File: config.mk
export PLATFORM = sky130hd
export DESIGN_NAME = quadrature_detent_counter_flat
export DESIGN_NICKNAME = d
export VERILOG_FILES = /design/src/rtl/core/qdc_pkg.sv /design/src/rtl/core/qdc_if.sv /design/src/rtl/core/qdc_in_stage.sv /design/src/rtl/core/qdc_core.sv /design/src/rtl/core/qdc_out_stage.sv /design/src/rtl/core/quadrature_detent_counter.sv /design/src/flat_wrapper.sv
export SDC_FILE = /design/constraint.sdc
export NUM_CORES = 1
export LEC_CHECK = 0
export ABC_AREA = 1
export BUFFER_PORTS_ARGS = -buffer_cell sky130_fd_sc_hd__buf_2
export CORE_MARGIN = 2
export CORE_UTILIZATION = 53
export DETAILED_ROUTE_END_ITERATION = 6
export PLACE_DENSITY = 0.81
export SLEW_MARGIN = 20
export SYNTH_ARGS = -nofsm -noshare
export SYNTH_HDL_FRONTEND = slang
export SYNTH_HIERARCHICAL = 1
export SYNTH_SLANG_ARGS = --single-unit
export TNS_END_PERCENT = 5
File: constraint.sdc
create_clock -name clk -period 2.55 [get_ports clk]
set_input_delay 0.51 -clock clk [delete_from_list [all_inputs] [get_ports clk]]
set_output_delay 0.51 -clock clk [all_outputs]
set_load 0.02 [all_outputs]
File: src/rtl/core/qdc_pkg.sv
`timescale 1ns / 1ps

package qdc_pkg;

    localparam int POS_W   = 32;
    localparam int STEPS_W = 8;

    localparam logic [STEPS_W-1:0] STEPS_RESET = 8'd1;

    typedef logic [1:0] func_t;

    localparam func_t FUNC_SAMPLE = 2'd0;
    localparam func_t FUNC_LOAD   = 2'd1;
    localparam func_t FUNC_CLEAR  = 2'd2;

    // Movement phase and last completed direction share one encoding.
    typedef enum logic [1:0] {
        PH_STILL = 2'd0,
        PH_CW    = 2'd1,
        PH_ACW   = 2'd2
    } phase_t;

    typedef struct packed {
        func_t                    func;
        logic                     chan_a;
        logic                     chan_b;
        logic signed [POS_W-1:0]  new_position;
    } in_item_t;

    typedef struct packed {
        logic signed [POS_W-1:0]  position;
        logic                     click_cw;
        logic                     click_acw;
    } out_item_t;

endpackage

File: src/rtl/core/qdc_if.sv
`timescale 1ns / 1ps

// Sample channel.
interface qdc_in_if;
    logic              valid;
    logic              ready;
    qdc_pkg::in_item_t data;

    modport source (output valid, output data, input ready);
    modport sink   (input valid, input data, output ready);
endinterface

// Result channel.
interface qdc_out_if;
    logic               valid;
    logic               ready;
    qdc_pkg::out_item_t data;

    modport source (output valid, output data, input ready);
    modport sink   (input valid, input data, output ready);
endinterface

// Configuration write channel for steps_per_click.
interface qdc_cfg_if;
    logic                          valid;
    logic                          ready;
    logic [qdc_pkg::STEPS_W-1:0]   data;

    modport source (output valid, output data, input ready);
    modport sink   (input valid, input data, output ready);
endinterface

File: src/rtl/core/qdc_in_stage.sv
`timescale 1ns / 1ps

module qdc_in_stage (
    input  logic               clk,
    input  logic               rst_n,
    input  logic               in_valid,
    output logic               in_ready,
    input  qdc_pkg::in_item_t  in_data,
    input  logic               advance,
    output logic               item_valid,
    output qdc_pkg::in_item_t  item
);

    logic              valid_reg;
    logic              valid_next;
    qdc_pkg::in_item_t item_reg;

    // Take a new sample when empty or when the held one moves on this cycle.
    assign in_ready   = !valid_reg || advance;
    assign item_valid = valid_reg;
    assign item       = item_reg;

    always_comb
    begin
        valid_next = valid_reg;
        if (in_ready)
        begin
            valid_next = in_valid;
        end
    end

    always_ff @(posedge clk or negedge rst_n)
    begin
        if (!rst_n)
        begin
            valid_reg <= 1'b0;
        end
        else
        begin
            valid_reg <= valid_next;
        end
    end

    always_ff @(posedge clk)
    begin
        if (in_ready && in_valid)
        begin
            item_reg <= in_data;
        end
    end

endmodule

File: src/rtl/core/qdc_core.sv
`timescale 1ns / 1ps

module qdc_core (
    input  logic                          clk,
    input  logic                          rst_n,
    input  logic                          cfg_valid,
    input  logic [qdc_pkg::STEPS_W-1:0]   cfg_data,
    input  logic                          take,
    input  qdc_pkg::in_item_t             item,
    output qdc_pkg::out_item_t            result
);

    logic [qdc_pkg::STEPS_W-1:0]        steps_reg;
    logic                               last_a_reg;
    logic                               last_a_next;
    logic                               last_b_reg;
    logic                               last_b_next;
    qdc_pkg::phase_t                    phase_reg;
    qdc_pkg::phase_t                    phase_next;
    qdc_pkg::phase_t                    dir_reg;
    qdc_pkg::phase_t                    dir_next;
    logic [qdc_pkg::STEPS_W-1:0]        run_reg;
    logic [qdc_pkg::STEPS_W-1:0]        run_next;
    logic signed [qdc_pkg::POS_W-1:0]   pos_reg;
    logic signed [qdc_pkg::POS_W-1:0]   pos_next;
    logic [qdc_pkg::STEPS_W-1:0]        run_bump;
    logic                               click_cw;
    logic                               click_acw;

    always_comb
    begin
        last_a_next = last_a_reg;
        last_b_next = last_b_reg;
        phase_next  = phase_reg;
        dir_next    = dir_reg;
        run_next    = run_reg;
        pos_next    = pos_reg;
        click_cw    = 1'b0;
        click_acw   = 1'b0;
        run_bump    = (phase_reg == dir_reg) ? run_reg + 8'd1 : 8'd1;

        case (item.func)
            qdc_pkg::FUNC_SAMPLE:
            begin
                if (phase_reg == qdc_pkg::PH_STILL)
                begin
                    // A lone edge on A starts anticlockwise, on B clockwise.
                    if (item.chan_a != last_a_reg && item.chan_b == last_b_reg)
                    begin
                        last_a_next = item.chan_a;
                        phase_next  = qdc_pkg::PH_ACW;
                    end
                    else if (item.chan_a == last_a_reg && item.chan_b != last_b_reg)
                    begin
                        last_b_next = item.chan_b;
                        phase_next  = qdc_pkg::PH_CW;
                    end
                end
                else if (item.chan_a == item.chan_b)
                begin
                    // Movement done: count it and fire a click at threshold.
                    last_a_next = item.chan_a;
                    last_b_next = item.chan_b;
                    run_next    = run_bump;
                    if (run_bump >= steps_reg)
                    begin
                        run_next = '0;
                        if (phase_reg == qdc_pkg::PH_CW)
                        begin
                            click_cw = 1'b1;
                            pos_next = pos_reg + 32'sd1;
                        end
                        else if (phase_reg == qdc_pkg::PH_ACW)
                        begin
                            click_acw = 1'b1;
                            pos_next  = pos_reg - 32'sd1;
                        end
                    end
                    dir_next   = phase_reg;
                    phase_next = qdc_pkg::PH_STILL;
                end
            end
            qdc_pkg::FUNC_LOAD:
            begin
                pos_next = item.new_position;
            end
            qdc_pkg::FUNC_CLEAR:
            begin
                phase_next = qdc_pkg::PH_STILL;
                dir_next   = qdc_pkg::PH_STILL;
                run_next   = '0;
            end
            default:
            begin
                // Unused code: hold everything.
            end
        endcase
    end

    assign result.position  = pos_next;
    assign result.click_cw  = click_cw;
    assign result.click_acw = click_acw;

    always_ff @(posedge clk or negedge rst_n)
    begin
        if (!rst_n)
        begin
            steps_reg  <= qdc_pkg::STEPS_RESET;
            last_a_reg <= 1'b1;
            last_b_reg <= 1'b1;
            phase_reg  <= qdc_pkg::PH_STILL;
            dir_reg    <= qdc_pkg::PH_STILL;
            run_reg    <= '0;
            pos_reg    <= '0;
        end
        else
        begin
            if (cfg_valid)
            begin
                steps_reg <= cfg_data;
            end
            if (take)
            begin
                last_a_reg <= last_a_next;
                last_b_reg <= last_b_next;
                phase_reg  <= phase_next;
                dir_reg    <= dir_next;
                run_reg    <= run_next;
                pos_reg    <= pos_next;
            end
        end
    end

endmodule

File: src/rtl/core/qdc_out_stage.sv
`timescale 1ns / 1ps

module qdc_out_stage (
    input  logic                clk,
    input  logic                rst_n,
    input  logic                item_valid,
    input  qdc_pkg::out_item_t  result,
    output logic                advance,
    output logic                out_valid,
    input  logic                out_ready,
    output qdc_pkg::out_item_t  out_data
);

    logic               valid_reg;
    logic               valid_next;
    qdc_pkg::out_item_t data_reg;

    // Load when empty or when the held result is taken this cycle.
    assign advance   = !valid_reg || out_ready;
    assign out_valid = valid_reg;
    assign out_data  = data_reg;

    always_comb
    begin
        valid_next = valid_reg;
        if (advance)
        begin
            valid_next = item_valid;
        end
    end

    always_ff @(posedge clk or negedge rst_n)
    begin
        if (!rst_n)
        begin
            valid_reg <= 1'b0;
        end
        else
        begin
            valid_reg <= valid_next;
        end
    end

    always_ff @(posedge clk)
    begin
        if (advance && item_valid)
        begin
            data_reg <= result;
        end
    end

endmodule

File: src/rtl/core/quadrature_detent_counter.sv
`timescale 1ns / 1ps

// Rotary encoder decoder with detent counting.
// Channels:
//   sample - one transfer per encoder sample (func, chan_a, chan_b, new_position).
//            func selects sample channels, load position or clear phase, direction and run count.
//   result - one transfer per sample: position after the item and click flags.
//   cfg    - write steps_per_click; always ready, write only while idle.
// Structure: a sample passes the input register, the decode logic and the result register,
// i.e. one register stage on each side of the decode logic.
// Throughput: one sample per cycle while result is not held off; the decode and the 32-bit increment
// fit between the input register and the result register.
// Reset: rst_n clears both stage valids, sets the channel history to the
// pull-up level (A=B=1), the phase and direction to still, the run count and
// position to zero and steps_per_click to 1.
// Stall: while result is held off, the result register keeps its transfer,
// the input register holds one more sample, and sample.ready drops once both
// are full. No transfer is lost or repeated.
module quadrature_detent_counter (
    input  logic       clk,
    input  logic       rst_n,
    qdc_in_if.sink     sample,
    qdc_out_if.source  result,
    qdc_cfg_if.sink    cfg
);

    logic               advance;
    logic               item_valid;
    qdc_pkg::in_item_t  item;
    qdc_pkg::out_item_t step_result;

    // Config register has no backpressure.
    assign cfg.ready = 1'b1;

    // Input register: holds one accepted sample.
    qdc_in_stage u_in_stage (
        .clk        (clk),
        .rst_n      (rst_n),
        .in_valid   (sample.valid),
        .in_ready   (sample.ready),
        .in_data    (sample.data),
        .advance    (advance),
        .item_valid (item_valid),
        .item       (item)
    );

    // Decode and state update; state commits only when the item moves on.
    qdc_core u_core (
        .clk       (clk),
        .rst_n     (rst_n),
        .cfg_valid (cfg.valid),
        .cfg_data  (cfg.data),
        .take      (item_valid && advance),
        .item      (item),
        .result    (step_result)
    );

    // Result register: holds the result during a downstream stall; its advance also gates the input register.
    qdc_out_stage u_out_stage (
        .clk        (clk),
        .rst_n      (rst_n),
        .item_valid (item_valid),
        .result     (step_result),
        .advance    (advance),
        .out_valid  (result.valid),
        .out_ready  (result.ready),
        .out_data   (result.data)
    );

endmodule

File: src/flat_wrapper.sv
// flat-port wrapper written by rule: the top's interface ports become plain ports
module quadrature_detent_counter_flat 
  (clk, rst_n, sample_valid, sample_data, sample_ready, result_valid, result_data, result_ready, cfg_valid, cfg_data, cfg_ready);
  qdc_in_if sample_i ();
  qdc_out_if result_i ();
  qdc_cfg_if cfg_i ();
  input  logic clk;
  input  logic rst_n;
  input wire logic [$bits(sample_i.valid)-1:0] sample_valid;
  input wire logic [$bits(sample_i.data)-1:0] sample_data;
  output wire logic [$bits(sample_i.ready)-1:0] sample_ready;
  output wire logic [$bits(result_i.valid)-1:0] result_valid;
  output wire logic [$bits(result_i.data)-1:0] result_data;
  input wire logic [$bits(result_i.ready)-1:0] result_ready;
  input wire logic [$bits(cfg_i.valid)-1:0] cfg_valid;
  input wire logic [$bits(cfg_i.data)-1:0] cfg_data;
  output wire logic [$bits(cfg_i.ready)-1:0] cfg_ready;
  assign sample_i.valid = sample_valid;
  assign sample_i.data = sample_data;
  assign sample_ready = sample_i.ready;
  assign result_valid = result_i.valid;
  assign result_data = result_i.data;
  assign result_i.ready = result_ready;
  assign cfg_i.valid = cfg_valid;
  assign cfg_i.data = cfg_data;
  assign cfg_ready = cfg_i.ready;
  quadrature_detent_counter u_core (.clk(clk), .rst_n(rst_n), .sample(sample_i), .result(result_i), .cfg(cfg_i));
endmodule
# Word-level counts from Yosys, hierarchy flattened
# Index checks and enable logic that the tools add are counted.
dict set report op_classes {
  magnitude_cmp 1
  n_div 0
  n_shift 0
  n_mul 0
  n_eq_ne 17
  reduce_logical 18
  bitwise_logic 3
  muxes 28
  n_addsub 3
}
# op n
set op_table {}
lappend op_table {{32-bit two-way mux} 5}
lappend op_table {{32-bit case mux with 2 select lines} 1}
lappend op_table {{32-bit by 2-bit adder with 32-bit output, second input constant} 1}
lappend op_table {{8-bit two-way mux} 4}
lappend op_table {{32-bit by 2-bit subtractor with 32-bit output, second input constant} 1}
lappend op_table {{8-bit case mux with 2 select lines} 1}
lappend op_table {{2-bit two-way mux} 6}
lappend op_table {{4-bit AND reduction} 3}
lappend op_table {{1-bit two-way mux} 9}
lappend op_table {{8-bit by 1-bit adder with 8-bit output, second input constant} 1}
lappend op_table {{8-bit greater-or-equal comparator} 1}
lappend op_table {{2-bit case mux with 2 select lines} 2}
lappend op_table {{2-bit != test, second input constant} 3}
lappend op_table {{5-bit AND reduction} 1}
lappend op_table {{5-bit OR reduction} 1}
lappend op_table {{2-bit by 1-bit == test with 1-bit output, second input constant} 2}
lappend op_table {{2-bit == test, second input constant} 2}
lappend op_table {{1-bit logical AND} 4}
lappend op_table {{2-bit logical NOT} 2}
lappend op_table {{2-bit by 1-bit != test with 1-bit output, second input constant} 2}
lappend op_table {{4-bit != test, second input constant} 1}
lappend op_table {{2-bit nonzero test} 2}
lappend op_table {{4-bit OR reduction} 1}
lappend op_table {{1-bit == test} 3}
lappend op_table {{other kinds (6)} 11}
dict set report word_totals {
  n_memories 0
  mem_bits_rw 0
  word_cells 86
  inputBits 49
  mem_bits_ro 0
  latchBits 0
  ff_bits 126
}

# Depth between registers and ports, before layout
# Gate-level depths: netlist of run 1.
dict set report depth {
  depth_word 7
  mapped_depth 23
}

# By module
# Netlist of run 1, hierarchy kept.
# mod cells_per_inst seq_area_each_um2 instances area_each_um2
set by_module_without_submodules {}
lappend by_module_without_submodules {qdc_core 843 1355.0 1 5083.6}
lappend by_module_without_submodules {qdc_in_stage 42 1106.1 1 1126.1}
lappend by_module_without_submodules {qdc_out_stage 40 1046.0 1 1066.0}
lappend by_module_without_submodules {quadrature_detent_counter 4 0.0 1 18.8}

# Least setup slack after synthesis of run 1
# No wires, ideal clock.
dict set report synth_path {
  path_kind {input to register}
  from {input result_ready}
  to {register u_core.u_in_stage.item_reg, in the netlist u_core/u_in_stage/item[0] (enable)}
  setup_time_ps 441
  t_arrival_ps 2449
  setup_slack_ps -340
  path_buffers 0
  path_stages 4
  cell_sequence {inv_1 nand2_1 inv_1 a21oi_1}
}
dict set report synth_via {
  elab_chain_len 3
}
# item line_no
set synth_rtl {}
lappend synth_rtl {{start: declaration} flat_wrapper.sv:14} ;# input wire logic [$bits(result_i.ready)-1:0] result_ready;
lappend synth_rtl {{1-bit logical OR} qdc_out_stage.sv:19} ;# assign advance = !valid_reg || out_ready;
lappend synth_rtl {{named net u_core.advance} quadrature_detent_counter.sv:27} ;# logic advance;
lappend synth_rtl {{1-bit logical OR} qdc_in_stage.sv:19} ;# assign in_ready = !valid_reg || advance;
lappend synth_rtl {{1-bit logical AND} qdc_in_stage.sv:46} ;# if (in_ready && in_valid)
lappend synth_rtl {{end signal: assignment} qdc_in_stage.sv:48} ;# item_reg <= in_data;
lappend synth_rtl {{end: declaration} qdc_in_stage.sv:16} ;# qdc_pkg::in_item_t item_reg;
# The timed path passes the listed nets, and every way through them passes these cells.
# A chain may end at the register's enable or synchronous reset.

==> impl_metrics.json, run 1 <==
{
  "critical_path_arrival_ns": 3.10,
  "totalNegativeSetupSlack_ns": -15.93,
  "drt-initial-drc-count": 678,
  "synthMuxAreaShare": 0.00309,
  "die_w_um": 121,
  "drive_above_1_share": 0.242,
  "dieArea_mm2": 0.0147,
  "power.leakage_uw": 0.00412,
  "layout.nets": 1094,
  "timing_max_transition_violations_final": 0,
  "synthesized_netlist_cell_count": 929,
  "post_drt_via_cell_ratio": 5.51,
  "cts-htree-levels": 4,
  "count_of_standard_cell_rows": 42,
  "synthesis.nets": 989,
  "design_power_total_uw": 8050,
  "die_height_um": 121,
  "first_global_vias": 6232,
  "post_synth_xor_area_fraction": 0.00961,
  "tightestPinTransition_ns": 0.770,
  "antenna-diode-count": 0,
  "gr-usage-met2": 0.443,
  "maximum_ir_drop_on_the_vdd_rail_mv": 0.840,
  "synthAdderAreaFrac": 0.0189,
  "hold_path_class": "in -> async",
  "final_antenna_net_count": 0,
  "relSlewSlack": 0.487,
  "postCtsHoldBufs": 0,
  "utilization": 0.668,
  "insertion_delay_ns": 0.43,
  "layout.cells.most_common": "nand2_1",
  "synth.ff_latch_count": 126,
  "finalHoldViolations": 0,
  "detail_route.wirelength_um": 19600,
  "postSynth.asyncResetShare": 0.444,
  "worst-setup-path-type": "reg -> reg",
  "largest_register_ff_count": 36,
  "mostFrequentLayoutCells": "309 x nand2_1, 93 x inv_1, 84 x buf_2",
  "grt_start_max_net_pins": 57,
  "syn-mean-instance-area_um2": 7.85,
  "finClkSkew_ns": 0.00596,
  "tritoncts_clock_tree": "yes",
  "globalRoute.busiestLayer": "met2",
  "port_buffers": 84,
  "drv_cap": 0,
  "number_of_antenna_violations_at_the_first_check_in_global_routing": 0,
  "failed_checks": "setup timing",
  "first_pass_grt_wire_length_um": 31100,
  "synth_compound_gate_area_share": 0.0806,
  "core_area_mm2": 0.0133,
  "cts.clk_slew.worst_paths_ns": 0.06,
  "final_cell_count_no_fill": 1223,
  "ys_seq_area_frac": 0.481,
  "hpwlAfterDp_um": 12600,
  "max_freq_ghz": 0.344,
  "synth-edff-count": 70,
  "via_count": 6736,
  "gp_routability_congestion": 0.941,
  "grt_met3_usage": 0.0616,
  "drt_drc_violations_left": 0,
  "grt_overflow": 0,
  "synth_warnings": 6,
  "outcome": "finished, violations left",
  "synth_simple_gate_area_share": 0.322,
  "global_route.usage.met1": 0.363,
  "synth.distinct_cells": 50,
  "synth.cell_area_mm2": 0.00729,
  "preCtsSetupSlack_ns": -0.304,
  "initial_utilization": 0.546,
  "crit_fanout": 8,
  "areaGrowthSynthToFinish_pct": 22.2,
  "endpoint_kind": "flip-flop",
  "ios": 86,
  "max-clock-path-buffers": 2,
  "place_inst": 1180,
  "main_combinational_cell_family_by_area_after_synthesis": "simple AND/OR/NAND/NOR gates",
  "rsz_0062_raised_after_global_routing": "yes",
  "cp-start-kind": "flip-flop",
  "critical_path_required_ns": 2.74,
  "drt_pre_antenna_iters": 5,
  "final.min_clock_period_ns": 2.91,
  "timing.final.crit_share": 1.14,
  "root_buffer": "clkbuf_16",
  "tritoncts.num_buffers": 17,
  "power-per-cell-area_mw_per_mm2": 903,
  "finalSetupViolations": 74,
  "route.detailed.wl_per_inst_um": 16.0,
  "postSynth.topFlopCell": "edfxtp_1",
  "postLayoutSetupSlackWorst_ns": -0.360,
  "gr-usage-all-layers": 0.275,
  "cts.sink_count": 126
}
## per-layer routing
metal  up-vias  wire length (um)  share of wire
met5         -                 0              0
met4         0               520          0.027
met3        54              1560          0.079
met2       317              9250           0.47
met1      3143              8260           0.42
li1       3222                 -              -
## layout make-up
type | count | area [um^2]
Inverter | 105 | 397
Timing Repair Buffer | 121 | 743
Tap cell | 176 | 220
Sequential cell | 126 | 3510
Fill cell | 1099 | 4440
Multi-Input combinational cell | 663 | 3410
Clock buffer | 18 | 439
Clock inverter | 14 | 196
## timing repair
item | CTS | global route
setup endpoints to repair | 74 | 74
pin swaps | 16 | 16
resized for setup | 35 | 31
buffers inserted | 8 | 4
gates cloned | 1 | 0
## cells in the mapped netlist, drive strengths merged (2+ instances only)
library cell / instances / area share
or2: 2 / 0.0017
o21bai: 2 / 0.0031
o22ai: 2 / 0.0017
inv: 105 / 0.054
edfxtp: 70 / 0.29
buf: 26 / 0.025
o31ai: 4 / 0.0060
xor2: 4 / 0.0048
nand4: 14 / 0.012
dfstp: 3 / 0.011
a21oi: 15 / 0.012
o21a: 2 / 0.0021
clkbuf: 9 / 0.0048
a31oi: 2 / 0.0017
nor3: 7 / 0.0077
dfrtp: 53 / 0.18
o211ai: 3 / 0.0045
nor2: 92 / 0.053
o32ai: 2 / 0.0024
o21ai: 62 / 0.043
ha: 11 / 0.019
o41ai: 2 / 0.0024
mux2: 2 / 0.0031
nand3: 87 / 0.062
nand2: 339 / 0.18
xnor2: 4 / 0.0048
## path summary, 6_finish.rpt
kind | end | slack [ns] | cells after the start | startpoint
max in group asynchronous | u_core/u_core/pos_reg[30] | 1.80 | 2 | rst_n
hold / removal | u_core/u_core/steps_reg[3] | 0.24 | 2 | rst_n
setup / recovery | u_core/u_out_stage/out_data[15] | -0.36 | 18 | u_core/u_core/run_reg[2]
min in group clk | u_core/u_in_stage/item[28] | 0.26 | 1 | sample_data[28]
hold reg to reg | u_core/u_core/last_a_reg | 0.49 | 2 | u_core/u_core/last_a_reg
setup reg to reg | u_core/u_out_stage/out_data[15] | -0.36 | 18 | u_core/u_core/run_reg[2]
## critical path, stage by stage, from the launching register on
cell,delay [ns]
dfrtp_1,0.40
inv_2,0.06
nor3_2,0.19
nand2_1,0.11
inv_2,0.09
nand3_4,0.09
nor2_2,0.10
nand2_1,0.09
nand3_2,0.10
inv_2,0.05
ha_4,0.26
nand2_2,0.04
o21a_1,0.23
a21oi_4,0.26
buf_12,0.18
nand4_1,0.12
nand3_2,0.12
nand2_4,0.07
buf_6,0.11
## logic make-up (layout without fill, tap and decap cells)
group,count (synthesis),in the layout
adders and majority gates,11,11
muxes,2,2
AOI/OAI and AO/OA,97,97
other,1,1
xor gates and xnor gates,8,8
DFF,126,126
and+or+nand+nor,544,544
buffers and inverters,140,258
## metrics by stage
step	hold slack [ns]	instance area, um^2
6_report	0.239	8910
5_1_grt	0.241	8910
4_1_cts	0.241	8810
3_5_place_dp	0.472	7950
3_3_place_gp	0.467	7950
2_1_floorplan	0.214	7300
## power breakdown
part	internal [uW]	switching (uW)	leakage [uW]	total, uW
clock network	1740	868	0.000308	2610
logic	851	1760	0.00241	2610
registers	2510	329	0.00140	2840
No activity file was read; power rests on OpenSTA's default activity.
==> run 2, diff against run 1 <==
--- a/config.mk
+++ b/config.mk
@@ -7,7 +7,8 @@
 export LEC_CHECK = 0
 export ABC_AREA = 1
 export BUFFER_PORTS_ARGS = -buffer_cell sky130_fd_sc_hd__buf_2
-export CORE_MARGIN = 2
+export CAP_MARGIN = 20
+export CORE_MARGIN = 8
 export CORE_UTILIZATION = 53
 export DETAILED_ROUTE_END_ITERATION = 6
 export PLACE_DENSITY = 0.81
==> run 2 against run 1 <==
- the flow still finishes with violations (setup timing)
- total power down 1.3%
- worst setup slack better by 0.045 ns
- largest cell class unchanged
- register-to-register slack better by 0.05 ns
- critical endpoint is now u_core/u_out_stage/out_data[7]
==> impl_metrics.json, run 2 (same netlist as run 1, synthesis figures left out) <==
{
  "post_drt_via_cell_ratio": 5.52,
  "finalHoldViolations": 0,
  "initial_utilization": 0.534,
  "postCtsHoldBufs": 0,
  "mostFrequentLayoutCells": "306 x nand2_1, 94 x inv_1, 84 x buf_2",
  "rsz_0062_raised_after_global_routing": "yes",
  "endpoint_kind": "flip-flop",
  "gp_routability_congestion": 0.953,
  "areaGrowthSynthToFinish_pct": 21.9,
  "ios": 86,
  "port_buffers": 84,
  "cp-start-kind": "flip-flop",
  "finalSetupViolations": 70,
  "pwr-share-comb": 0.323,
  "first_global_vias": 6441,
  "placed_instance_area_mm2": 0.00797,
  "hpwlAfterDp_um": 13000,
  "critical_path_arrival_ns": 3.04,
  "final.min_clock_period_ns": 2.86,
  "power.switching_fraction": 0.371,
  "via_count": 6754,
  "cts-htree-levels": 4,
  "maximum_ir_drop_on_the_vdd_rail_mv": 0.455,
  "die_w_um": 133,
  "max-clock-path-buffers": 2,
  "die_height_um": 133,
  "largest_register_ff_count": 36,
  "crit_fanout": 7,
  "number_of_antenna_violations_at_the_first_check_in_global_routing": 0,
  "power.leakage_uw": 0.00409,
  "cts.sink_count": 126,
  "insertion_delay_ns": 0.42,
  "drt_drc_violations_left": 0,
  "dieArea_mm2": 0.0178,
  "detail_route.wirelength_um": 19900,
  "core_area_mm2": 0.0137,
  "drv_cap": 0,
  "grt_overflow": 0,
  "cts.clk_slew.worst_paths_ns": 0.05,
  "power.share.sequential": 0.358,
  "internal-power_uw": 5000,
  "timing_max_transition_violations_final": 0,
  "final_antenna_net_count": 0,
  "design_power_total_uw": 7950,
  "drt-initial-drc-count": 753,
  "route.detailed.wl_per_inst_um": 16.3,
  "hold_path_class": "in -> async",
  "count_of_standard_cell_rows": 43,
  "clock_power_share": 0.319,
  "timing.final.crit_share": 1.12,
  "outcome": "finished, violations left",
  "root_buffer": "clkbuf_16",
  "drive_above_1_share": 0.241,
  "finClkSkew_ns": 0.00695,
  "tritoncts.num_buffers": 17,
  "final_cell_area_mm2": 0.00889,
  "first_pass_grt_wire_length_um": 32000,
  "antenna-diode-count": 0,
  "tightestPinTransition_ns": 0.646,
  "critical_path_required_ns": 2.72,
  "layout.nets": 1090,
  "gr-usage-all-layers": 0.224,
  "tritoncts_clock_tree": "yes",
  "layout.cells.most_common": "nand2_1",
  "p_switching_uw": 2950,
  "worst-setup-path-type": "reg -> reg",
  "drt_pre_antenna_iters": 5,
  "max_freq_ghz": 0.349,
  "relSlewSlack": 0.566,
  "power-per-cell-area_mw_per_mm2": 893,
  "grt_start_max_net_pins": 38,
  "postLayoutSetupSlackWorst_ns": -0.315,
  "failed_checks": "setup timing"
}
-- run 2: cell count changes in the layout (fill, tap and decap cells not counted), sizes merged --
cell / delta
bufinv: -1
buf: -4
clkinvlp: +1
clkbuf: +2
clkinv: -2
-- run 2: final cells by class --
type,instances,area [um^2]
fillers,1165,4770
flip-flops and latches,126,3510
multi-input cells,663,3450
repair buffers,117,696
clock buffers,20,457
inverters,105,397
well taps,180,225
clock inverters,12,166
-- run 2: power by group through the flow --
stage / registers [uW] / clock network (uW) / logic (uW)
final: 2840 / 2530 / 2570
after global routing: 2880 / 2640 / 2850
after CTS: 2820 / 2560 / 2480
after detailed placement: 2850 / 0 / 2370
after global placement: 2850 / 0 / 2320
after floorplan: 2830 / 0 / 1750
-- run 2: metrics by stage --
step           worst slack (ns)  TNS [ns]  hold slack [ns]  cells   util
4_1_cts                  -0.149     -4.48           0.0672   1223  0.647
6_report                 -0.315    -13.89           0.0827   1223  0.651
3_3_place_gp             -0.193     -6.99            0.467   1184  0.583
3_5_place_dp             -0.273    -12.57            0.481   1184  0.583
5_1_grt                  -0.490    -26.70            0.109   1223  0.651
2_1_floorplan            -0.105     -3.74            0.214    929      -
-- run 2: metal layers --
layer | up-vias | routed length, um | share of wire | global-route usage
li1 | 3220 | - | - | -
met1 | 3156 | 8580 | 0.43 | 0.296
met2 | 327 | 9310 | 0.47 | 0.357
met3 | 51 | 1570 | 0.079 | 0.0441
met4 | 0 | 433 | 0.022 | 0.0855
met5 | - | 0 | 0 | 0
-- run 2: path summary, 6_finish.rpt --
check / start / endpoint / slack, ns / depth (start not counted)
max: u_core/u_core/run_reg[0] / u_core/u_out_stage/out_data[7] / -0.31 / 18
min: rst_n / u_core/u_core/steps_reg[1] / 0.08 / 1
max reg2reg: u_core/u_core/run_reg[0] / u_core/u_out_stage/out_data[7] / -0.31 / 18
min reg2reg: u_core/u_core/last_a_reg / u_core/u_core/last_a_reg / 0.49 / 2
max in group asynchronous: rst_n / u_core/u_core/pos_reg[20] / 1.85 / 2
min in group clk: sample_data[2] / u_core/u_in_stage/item[2] / 0.26 / 1
-- run 2: critical path, stage by stage, from the launching register on --
cell     delay, ns
dfrtp_1       0.41
ha_2          0.19
nand2_1       0.07
inv_2         0.05
nand2_2       0.08
nor2_4        0.05
nand2_2       0.10
nand2_1       0.07
nand2_1       0.12
nor2_1        0.06
ha_1          0.33
nand2_4       0.07
o21a_4        0.24
a21oi_4       0.20
buf_6         0.18
nand2_1       0.07
xor2_1        0.15
nand2_1       0.08
nand2_2       0.07
-- run 2: timing repair --
action | in CTS | in global routing
pin swaps | 20 | 16
resized for setup | 41 | 33
cloned | 2 | 0
buffers inserted | 5 | 3
setup endpoints to repair | 74 | 74
